==> src/rtl/core/tcp_pkg.sv <==
`timescale 1ns / 1ps

package tcp_pkg;

   localparam int SCREEN_COLS = 128;
   localparam int SCREEN_ROWS = 64;
   localparam int COL_W       = $clog2(SCREEN_COLS);
   localparam int ROW_W       = $clog2(SCREEN_ROWS);
   localparam int QUO_W       = (COL_W > ROW_W) ? COL_W : ROW_W;

   // numerators reach |x*scale| + (screen/2)*z*2^16, well inside this width
   localparam int NUM_W    = 66;
   localparam int LANE_LAT = 2 + QUO_W;
   localparam int CULL_LAT = 6;
   localparam int CULL_PAD = LANE_LAT - CULL_LAT;

   localparam int CFG_W = 31;
   localparam logic [CFG_W-1:0] NEAR_RESET  = 31'd6554;
   localparam logic [CFG_W-1:0] SCALE_RESET = 31'd7264734;

   // register index, taken from paddr[2]
   localparam logic REG_NEAR  = 1'b0;
   localparam logic REG_SCALE = 1'b1;

   typedef enum logic [1:0] {
      OUT_DRAW = 2'd0,
      OUT_BACK = 2'd1,
      OUT_NEAR = 2'd2,
      OUT_OFF  = 2'd3
   } outcome_type;

   typedef struct packed {
      logic signed [31:0] v0_x;
      logic signed [31:0] v0_y;
      logic signed [31:0] v0_z;
      logic signed [31:0] v1_x;
      logic signed [31:0] v1_y;
      logic signed [31:0] v1_z;
      logic signed [31:0] v2_x;
      logic signed [31:0] v2_y;
      logic signed [31:0] v2_z;
   } req_type;

   typedef struct packed {
      outcome_type outcome;
      logic [6:0]  p0_col;
      logic [5:0]  p0_row;
      logic [6:0]  p1_col;
      logic [5:0]  p1_row;
      logic [6:0]  p2_col;
      logic [5:0]  p2_row;
   } rsp_type;

   typedef struct packed {
      logic signed [31:0] x;
      logic signed [31:0] y;
      logic signed [31:0] z;
   } vertex_type;

   typedef struct packed {
      outcome_type      code;
      logic [COL_W-1:0] col;
      logic [ROW_W-1:0] row;
   } lane_result_type;

endpackage

==> src/rtl/core/tcp_merge.sv <==
`timescale 1ns / 1ps

module tcp_merge (
   input  logic                     back,
   input  tcp_pkg::lane_result_type res [3],
   output tcp_pkg::rsp_type         rsp
);
   import tcp_pkg::*;

   // first failure wins: cull, then vertices in order
   always_comb begin
      rsp = '0;
      if (back) begin
         rsp.outcome = OUT_BACK;
      end else if (res[0].code != OUT_DRAW) begin
         rsp.outcome = res[0].code;
      end else if (res[1].code != OUT_DRAW) begin
         rsp.outcome = res[1].code;
      end else if (res[2].code != OUT_DRAW) begin
         rsp.outcome = res[2].code;
      end else begin
         rsp.outcome = OUT_DRAW;
         rsp.p0_col  = res[0].col;
         rsp.p0_row  = res[0].row;
         rsp.p1_col  = res[1].col;
         rsp.p1_row  = res[1].row;
         rsp.p2_col  = res[2].col;
         rsp.p2_row  = res[2].row;
      end
   end

endmodule

==> config.mk <==
export PLATFORM = sky130hd
export DESIGN_NAME = tcp_merge
export DESIGN_NICKNAME = d
export VERILOG_FILES = /design/src/rtl/core/tcp_pkg.sv /design/src/rtl/core/tcp_merge.sv
export SDC_FILE = /design/constraint.sdc
export NUM_CORES = 1
export LEC_CHECK = 0
export ABC_AREA = 1
export ABC_CLOCK_PERIOD_IN_PS = 800
export BUFFER_PORTS_ARGS = -buffer_cell sky130_fd_sc_hd__buf_4
export CORE_MARGIN = 2
export CORE_UTILIZATION = 28
export DETAILED_ROUTE_END_ITERATION = 12
export PLACE_DENSITY = 0.83
export SETUP_SLACK_MARGIN = 0.4
export SLEW_MARGIN = 30
export SYNTH_ARGS = -nofsm -noshare
export SYNTH_HDL_FRONTEND = slang
export SYNTH_SLANG_ARGS = --single-unit
export TNS_END_PERCENT = 50
==> constraint.sdc <==
create_clock -name vclk -period 0.8
set_input_delay 0.04 -clock vclk [all_inputs]
set_output_delay 0.04 -clock vclk [all_outputs]
set_load 0.005 [all_outputs]
# Word-level counts from Yosys, hierarchy flattened
# Cells that the tools add are included.
# Widths: inputs -> output; s select.
[word_totals]
register_bits = 0
output_inout_bits = 41
input_bits = 46
[classes]
reduce_logical = 3
muxes = 8
[ops]
columns = ["cell", "count"]
rows = [
  ["$mux 39", 4],
  ["$mux 2", 4],
  ["$reduce_bool 2->1", 3],
]

# Longest topological paths before layout
# Gate-level depths: netlist (run 1).
[depth]
depth_word = 5
mapped_depth = 5
depth_no_buf = 4

# Worst setup path after synthesis (run 1)
# No wires, ideal clock.
[synth_path]
path_type = "input to output"
from = "in res[14] (netlist bit)"
to = "out rsp[17] (netlist bit)"
t_required_ps = 760
path_slack_ps = 206
stages = 5
t_arrival_ps = 554
cell_sequence = "inv_2 > nand4_2 > buf_6 > buf_6 > nor2_2"
[synth_rtl]
columns = ["item", "line_no", "source"]
rows = [
  ["start, declared", "tcp_merge.sv:5", "input tcp_pkg::lane_result_type res [3],"],
  ["end, declared", "tcp_merge.sv:6", "output tcp_pkg::rsp_type rsp"],
]

==> impl_metrics.csv, run 1 <==
group,metric,value,unit
run_status,status,"complete, but fails checks",
run_status,violations,"negative setup slack",
floorplan,rows,16,
final_layout,diodes,0,
sta,setup_viol,41,
critical_path,cp.required,760,ps
critical_path,critical_path_arrival,910,ps
yosys,synth_cell_types,14,
final_layout,seqCellArea,0,µm²
yosys,syn_avg_cell_area,5.27,µm²
power,irDropWorstVdd,0.000299,V
floorplan,ios,87,
sta,slew_violations,0,
yosys,synth_area_leaders,"nand3_1 33%, nor2_2 22%, nor2_1 13%",
floorplan,initial_core_util,29.3,%
final_layout,multi_input_area,629,µm²
placement,dpl-instance-area,1310,µm²
final_layout,clock_buffers,0,
sta,holdWs,409,ps
floorplan,die_h,49.1,µm
sta,slew_headroom,88.7,%
critical_path,critPathCaptureType,"output pin",
placement,place_congestion,0.699,
yosys,ys_seq_area_share,0,%
sta,rsz0062_at_grt,"true",
critical_path,crit_type,"in2out",
yosys,yosysTopAreaCellShare,33.4,%
detailed_routing,drt-total-wl,3600,µm
floorplan,die_x,49.1,µm
final_layout,seq_cell_count,0,
final_layout,fin_nets,244,
final_layout,finalInstanceArea,1580,µm²
yosys,syn-cell-area,569,µm²
global_route,grt_pass1_wl,3930,µm
detailed_routing,wl_per_cell,16.2,µm
final_layout,nFillCells,114,
final_layout,final_cells,223,
global_route,grt_max_degree,24,
clocking,cts_hold_buf,0,
global_route,grt.overflow.total,0,
sta,tightestPinTransition,169,ps
final_layout,drive_gt1_share,75.5,%
sta,hold_violations,0,
critical_path,cp-start-kind,"input pin",
global_route,grt_pass1_vias,906,
detailed_routing,drc,0,
floorplan,die_area,2410,µm²
detailed_routing,firstDrtPassIters,4,
global_route,grtUsageTotal,19.6,%
sta,period_needed,953,ps
placement,io_buffer_count,87,
final_layout,final_util,81.4,%
sta,setup_slack,-153,ps
floorplan,core-area,1940,µm²
yosys,synth_top_cell_by_area,"nand3_1",
sta,fin_crit_sh,119,%
yosys,netlist_instances,108,
placement,dp_hpwl,2080,µm
yosys,yosysWarnings,0,
yosys,synth_nets,154,
detailed_routing,drt_iter0_markers,33,
min_path,hold_path_class,"in2out",
job,maxCapViolCount,0,
detailed_routing,via_count,1133,
critical_path,cp_max_fo,11,
power,p_per_area,351,nW/µm²
power,leakage,0.666,nW
sta,max_freq,1.05,GHz
global_route,antenna_found_initial,0,
detailed_routing,drtAntennaViolNets,0,
final_layout,area_delta_synth_final,178,%
detailed_routing,via_per_inst,5.08,
placement,preCtsSetupSlack,-108,ps
placement,dp_cells,217,
==> cells by family (layout without fill, tap and decap cells) <==
kind of cell | after synthesis | in the layout | synth area share, %
AO/OA/AOI/OAI | 2 | 2 | 1.76
buffers and inverters | 18 | 106 | 19.6
AND/OR/NAND/NOR | 88 | 88 | 78.7
==> timing repair <==
action	CTS	global route
resized for setup	2	33
setup buffers	0	3
pin swaps	8	3
endpoints found under the setup margin	41	41
hold endpoints to repair	0	0
gates cloned	0	3
==> routing by layer <==
layer  wire length (µm)  GRT usage (%)  up-vias
li1                   -              -      529
met1               1440           21.3      527
met2               1850           39.2       69
met3                223           3.68        8
met4                 87           2.38        0
met5                  0              0        -
==> per-stage QoR <==
| stage | setup TNS, ps | power [mW] |
|---|---|---|
| global placement | -1010 | 0.404 |
| floorplan | 0 | 0.163 |
| detailed placement | -1830 | 0.413 |
| CTS | -1710 | 0.417 |
| global route | -5010 | 0.585 |
| finish | -3390 | 0.554 |
==> area by class of cell <==
| cell class | count | share of cell area [%] |
|---|---|---|
| Timing Repair Buffer | 100 | 55.2 |
| Multi-Input combinational cell | 90 | 39.8 |
| Inverter | 6 | 2.85 |
| Tap cell | 27 | 2.14 |
==> power breakdown <==
| group | internal (mW) | switching (mW) |
|---|---|---|
| Combinational | 0.300 | 0.255 |
| Sequential | 0 | 0 |
| Clock | 0 | 0 |
| Total | 0.300 | 0.255 |
==> cell usage in the layout, fill, tap and decap left out <==
| cell | n |
|---|---|
| inv_2 | 2 |
| buf_12 | 4 |
| nand3_2 | 7 |
| nor2_1 | 16 |
| nor2_4 | 3 |
| inv_4 | 1 |
| inv_12 | 1 |
| inv_1 | 1 |
| nand3_4 | 8 |
| nand3_1 | 23 |
| nand2_1 | 6 |
| nand4_4 | 1 |
| nor2_2 | 22 |
| buf_4 | 88 |
| clkbuf_16 | 3 |
| buf_6 | 5 |
| or2_4 | 1 |
| inv_8 | 1 |
| o21ai_0 | 2 |
| nor3_2 | 1 |
==> critical path, cell delays in order <==
cell and delay (ps):
buf_6 100, nor2_4 110, buf_6 140, clkbuf_16 160, nand3_1 100, nor2_2 140, buf_4 120
==> Yosys cell counts <==
cell,count
nand3_1,38
nor2_1,20
nor2_2,20
nand2_1,6
buf_2,5
inv_2,5
buf_4,4
buf_6,3
o21ai_0,2
inv_1,1
nand4_2,1
nor2_4,1
nor3_1,1
or2_2,1
==> path summary, 6_finish.rpt <==
kind	from	to	slack (ps)	depth (start not counted)
worst min-delay path	res[6]	rsp[6]	410	4
worst max-delay path	res[43]	rsp[27]	-150	7
No activity file was read; power rests on OpenSTA's default activity.
==> inputs of run 2 (changes only) <==
--- a/config.mk
+++ b/config.mk
@@ -12,7 +12,6 @@
 export CORE_UTILIZATION = 28
 export DETAILED_ROUTE_END_ITERATION = 12
 export PLACE_DENSITY = 0.83
-export SETUP_SLACK_MARGIN = 0.4
 export SLEW_MARGIN = 30
 export SYNTH_ARGS = -nofsm -noshare
 export SYNTH_HDL_FRONTEND = slang
==> impl_metrics.csv, run 2 (synthesized netlist as in run 1, its figures left out) <==
group,metric,value,unit
power,clkPwrFrac,0,%
sta,fin_crit_sh,105,%
sta,setup_slack,-43.2,ps
power,p_seq_share,0,%
job,maxCapViolCount,0,
power,p_int,233,µW
global_route,grt_pass1_vias,901,
floorplan,die_area,2410,µm²
sta,tightestPinTransition,166,ps
final_layout,layout_commonest_cell,"buf_4",
sta,setup_viol,37,
final_layout,finalInstanceArea,1290,µm²
power,pwr-share-comb,100.0,%
detailed_routing,firstDrtPassIters,4,
final_layout,diodes,0,
final_layout,final_cells,217,
final_layout,seq_cell_count,0,
final_layout,final_util,66.3,%
detailed_routing,wl_per_cell,10.4,µm
run_status,violations,"negative setup slack",
final_layout,nFillCells,180,
placement,io_buffer_count,87,
final_layout,seqCellArea,0,µm²
critical_path,slowest_delay,170,ps
power,p_switching,166,µW
floorplan,core-area,1940,µm²
final_layout,layout_common_cells,"89 x buf_4, 38 x nand3_1, 20 x nor2_2, 20 x nor2_1, 6 x nand2_1",
sta,period_needed,843,ps
floorplan,die_h,49.1,µm
critical_path,critPathTopFamily,"buffers and inverters",
power,irDropWorstVdd,0.000186,V
global_route,antenna_found_initial,0,
global_route,grt_pass1_wl,3720,µm
final_layout,fin_nets,238,
placement,dp_cells,217,
critical_path,cp_max_fo,22,
global_route,grt_max_degree,29,
critical_path,crit_type,"in2out",
sta,hold_violations,0,
placement,place_congestion,0.651,
min_path,hold_path_class,"in2out",
critical_path,cp-start-kind,"input pin",
sta,max_freq,1.19,GHz
placement,dpl-instance-area,1270,µm²
detailed_routing,drt-total-wl,2270,µm
detailed_routing,via_per_inst,4.73,
floorplan,rows,16,
final_layout,multi_input_area,472,µm²
critical_path,critical_path_buf_inv_count,3,
detailed_routing,drt_iter0_markers,7,
sta,rsz0062_at_grt,"true",
final_layout,drive_gt1_share,64.7,%
floorplan,initial_core_util,29.3,%
placement,dp_hpwl,1850,µm
final_layout,area_delta_synth_final,126,%
critical_path,cp.required,760,ps
detailed_routing,via_count,1027,
critical_path,cp_cell_sequence,"buf_4 -> nor2_4 -> buf_12 -> nand3_1 -> nor2_2 -> buf_4",
global_route,grtUsageTotal,17.9,%
sta,setup_tns,-772,ps
sta,slew_headroom,89.0,%
final_layout,clock_buffers,0,
global_route,grt.overflow.total,0,
detailed_routing,drc,0,
floorplan,die_x,49.1,µm
power,p_per_area,310,nW/µm²
power,leakage,0.595,nW
critical_path,critical_path_arrival,800,ps
critical_path,crit_top_cell,"buf_4",
run_status,status,"complete, but fails checks",
critical_path,critPathCaptureType,"output pin",
power,finalPower,399,µW
power,p_sw_share,41.5,%
detailed_routing,drtAntennaViolNets,0,
sta,slew_violations,0,
critical_path,critPathSlowestCell,"buf_12",
floorplan,ios,87,
[run 2: path summary, 6_finish.rpt]
check                from  endpoint  depth (start not counted)
hold / removal    res[24]   rsp[22]                          4
setup / recovery  res[43]   rsp[24]                          6
[run 2: per-stage QoR]
step	hold WS, ps	setup slack (ps)
2_1_floorplan	157	206
3_3_place_gp	385	-32.1
3_5_place_dp	388	-66.1
4_1_cts	387	-58.0
5_1_grt	426	-113
6_report	400	-43.2
[run 2: tightest hold or removal path, cell delays in order]
cell and delay (ps):
buf_4 110, inv_1 50, nor3_2 40, buf_4 120
[run 2: repair_timing]
action                     in CTS  in global routing
hold buffers                    0                  0
cloned                          0                  0
pin swaps                       3                  5
setup endpoints to repair      40                 40
resized for setup               0                  3
buffers inserted                0                  0
[run 2: power by group through the flow]
stage | clock network (mW) | registers (mW) | logic [mW]
3_3_place_gp | 0 | 0 | 0.379
5_1_grt | 0 | 0 | 0.437
6_report | 0 | 0 | 0.399
2_1_floorplan | 0 | 0 | 0.150
4_1_cts | 0 | 0 | 0.395
3_5_place_dp | 0 | 0 | 0.393
[run 2: cell type report]
class	instances	area share, %
inverters	6	1.75
multi-input cells	90	36.6
well taps	27	2.62
repair buffers	94	59.0
[run 2: layer usage]
layer	track usage, %	vias to the layer above	wire length [µm]
met2	37.6	59	1220
li1	-	515	-
met1	19.6	453	850
met4	0	0	0
met5	0	-	0
met3	1.84	0	198
==> inputs of run 3 (changes only) <==
--- a/config.mk
+++ b/config.mk
@@ -11,6 +11,7 @@
 export CORE_MARGIN = 2
 export CORE_UTILIZATION = 28
 export DETAILED_ROUTE_END_ITERATION = 12
+export MAX_ROUTING_LAYER = met4
 export PLACE_DENSITY = 0.83
 export SLEW_MARGIN = 30
 export SYNTH_ARGS = -nofsm -noshare
==> impl_metrics.csv, run 3 (synthesized netlist as in run 1, its figures left out) <==
group,metric,value,unit
run_status,status,"complete, but fails checks",
run_status,violations,"negative setup slack",
critical_path,cp-start-kind,"input pin",
placement,dp_cells,217,
final_layout,clock_buffers,0,
clocking,post-cts-setup-buffers,0,
min_path,min_path_cells,4,
sta,period_needed,841,ps
placement,place_congestion,0.656,
sta,setup_viol,36,
sta,slew_violations,0,
final_layout,finalInstanceArea,1290,µm²
final_layout,final_cells,217,
global_route,grt_max_degree,29,
final_layout,diodes,0,
global_route,antenna_found_initial,0,
sta,fin_crit_sh,105,%
detailed_routing,drt_iter0_markers,7,
critical_path,crit_type,"in2out",
detailed_routing,via_per_inst,4.72,
critical_path,cp_max_fo,22,
placement,io_buffer_count,87,
detailed_routing,drt-total-wl,2270,µm
critical_path,critical_path_arrival,800,ps
sta,tightestPinTransition,164,ps
power,p_per_area,310,nW/µm²
sta,max_freq,1.19,GHz
sta,slew_headroom,89.0,%
min_path,min_to,"rsp[22]",
floorplan,initial_core_util,29.3,%
detailed_routing,drc,0,
global_route,grt_pass1_wl,3710,µm
floorplan,ios,87,
final_layout,area_delta_synth_final,126,%
clocking,cts_hold_buf,0,
power,irDropWorstVdd,0.000186,V
final_layout,seq_cell_count,0,
sta,hold_violations,0,
power,leakage,0.595,nW
final_layout,multi_input_area,472,µm²
floorplan,core-area,1940,µm²
final_layout,fin_nets,238,
critical_path,critPathCaptureType,"output pin",
final_layout,final_util,66.3,%
detailed_routing,drtAntennaViolNets,0,
critical_path,cp.required,760,ps
final_layout,layout_common_cells,"89 x buf_4, 38 x nand3_1, 20 x nor2_2, 20 x nor2_1, 6 x nand2_1",
sta,setup_slack,-41.0,ps
detailed_routing,firstDrtPassIters,4,
sta,rsz0062_at_grt,"true",
global_route,grtUsageTotal,18.3,%
global_route,grt.overflow.total,0,
final_layout,seqCellArea,0,µm²
final_layout,drive_gt1_share,64.7,%
job,maxCapViolCount,0,
global_route,grt_pass1_vias,901,
detailed_routing,wl_per_cell,10.4,µm
floorplan,die_area,2410,µm²
final_layout,nFillCells,180,
placement,dpl-instance-area,1270,µm²
sta,holdWs,400,ps
placement,dp_hpwl,1850,µm
floorplan,rows,16,
final_layout,layout_commonest_cell,"buf_4",
floorplan,die_x,49.1,µm
detailed_routing,via_count,1025,
min_path,hold_path_class,"in2out",
floorplan,die_h,49.1,µm
power,finalPower,399,µW
min_path,min_from,"res[24]",
run 3: cell counts in the layout (fill, tap and decap cells not counted):
No cell type changed its count.
run 3: critical path: stages:
cell and delay (ps):
buf_4 120, nor2_4 160, buf_12 170, nand3_1 70, nor2_1 120, buf_4 120
run 3: worst max-delay path by stage:
| stage | start | to | slack [ps] |
|---|---|---|---|
| 6_report | res[43] | rsp[14] | -40 |
| 5_1_grt | res[43] | rsp[14] | -110 |
| 4_1_cts | res[43] | rsp[3] | -60 |
| 3_5_place_dp | back | rsp[33] | -70 |
| 3_3_place_gp | back | rsp[22] | -30 |
| 2_1_floorplan | res[14] | rsp[17] | 210 |
run 3: layout make-up:
cell class,count,share of cell area [%]
repair buffers,94,59.0
multi-input cells,90,36.6
well taps,27,2.62
inverters,6,1.75
run 3: metrics by stage:
step           setup WS [ps]  TNS, ps
5_1_grt                 -113    -2960
3_3_place_gp           -32.1     -458
3_5_place_dp           -66.1    -1610
4_1_cts                -58.0    -1190
6_report               -41.0     -713
2_1_floorplan            206        0
run 3: power by group:
part	internal, mW	total [mW]	switching, mW
Clock	0	0	0
Combinational	0.233	0.399	0.166
Sequential	0	0	0
Total	0.233	0.399	0.166
run 3: timing repair:
item / in CTS / in global routing
resized for setup: 0 / 3
pin swaps: 3 / 5
endpoints found under the setup margin: 40 / 40
run 3: layer usage:
metal	vias to the layer above	wire length [µm]	global-route usage [%]
met2	55	1220	37.4
met4	0	0	0
met3	0	182	1.23
met1	455	860	20.0
li1	515	-	-
met5	-	0	-
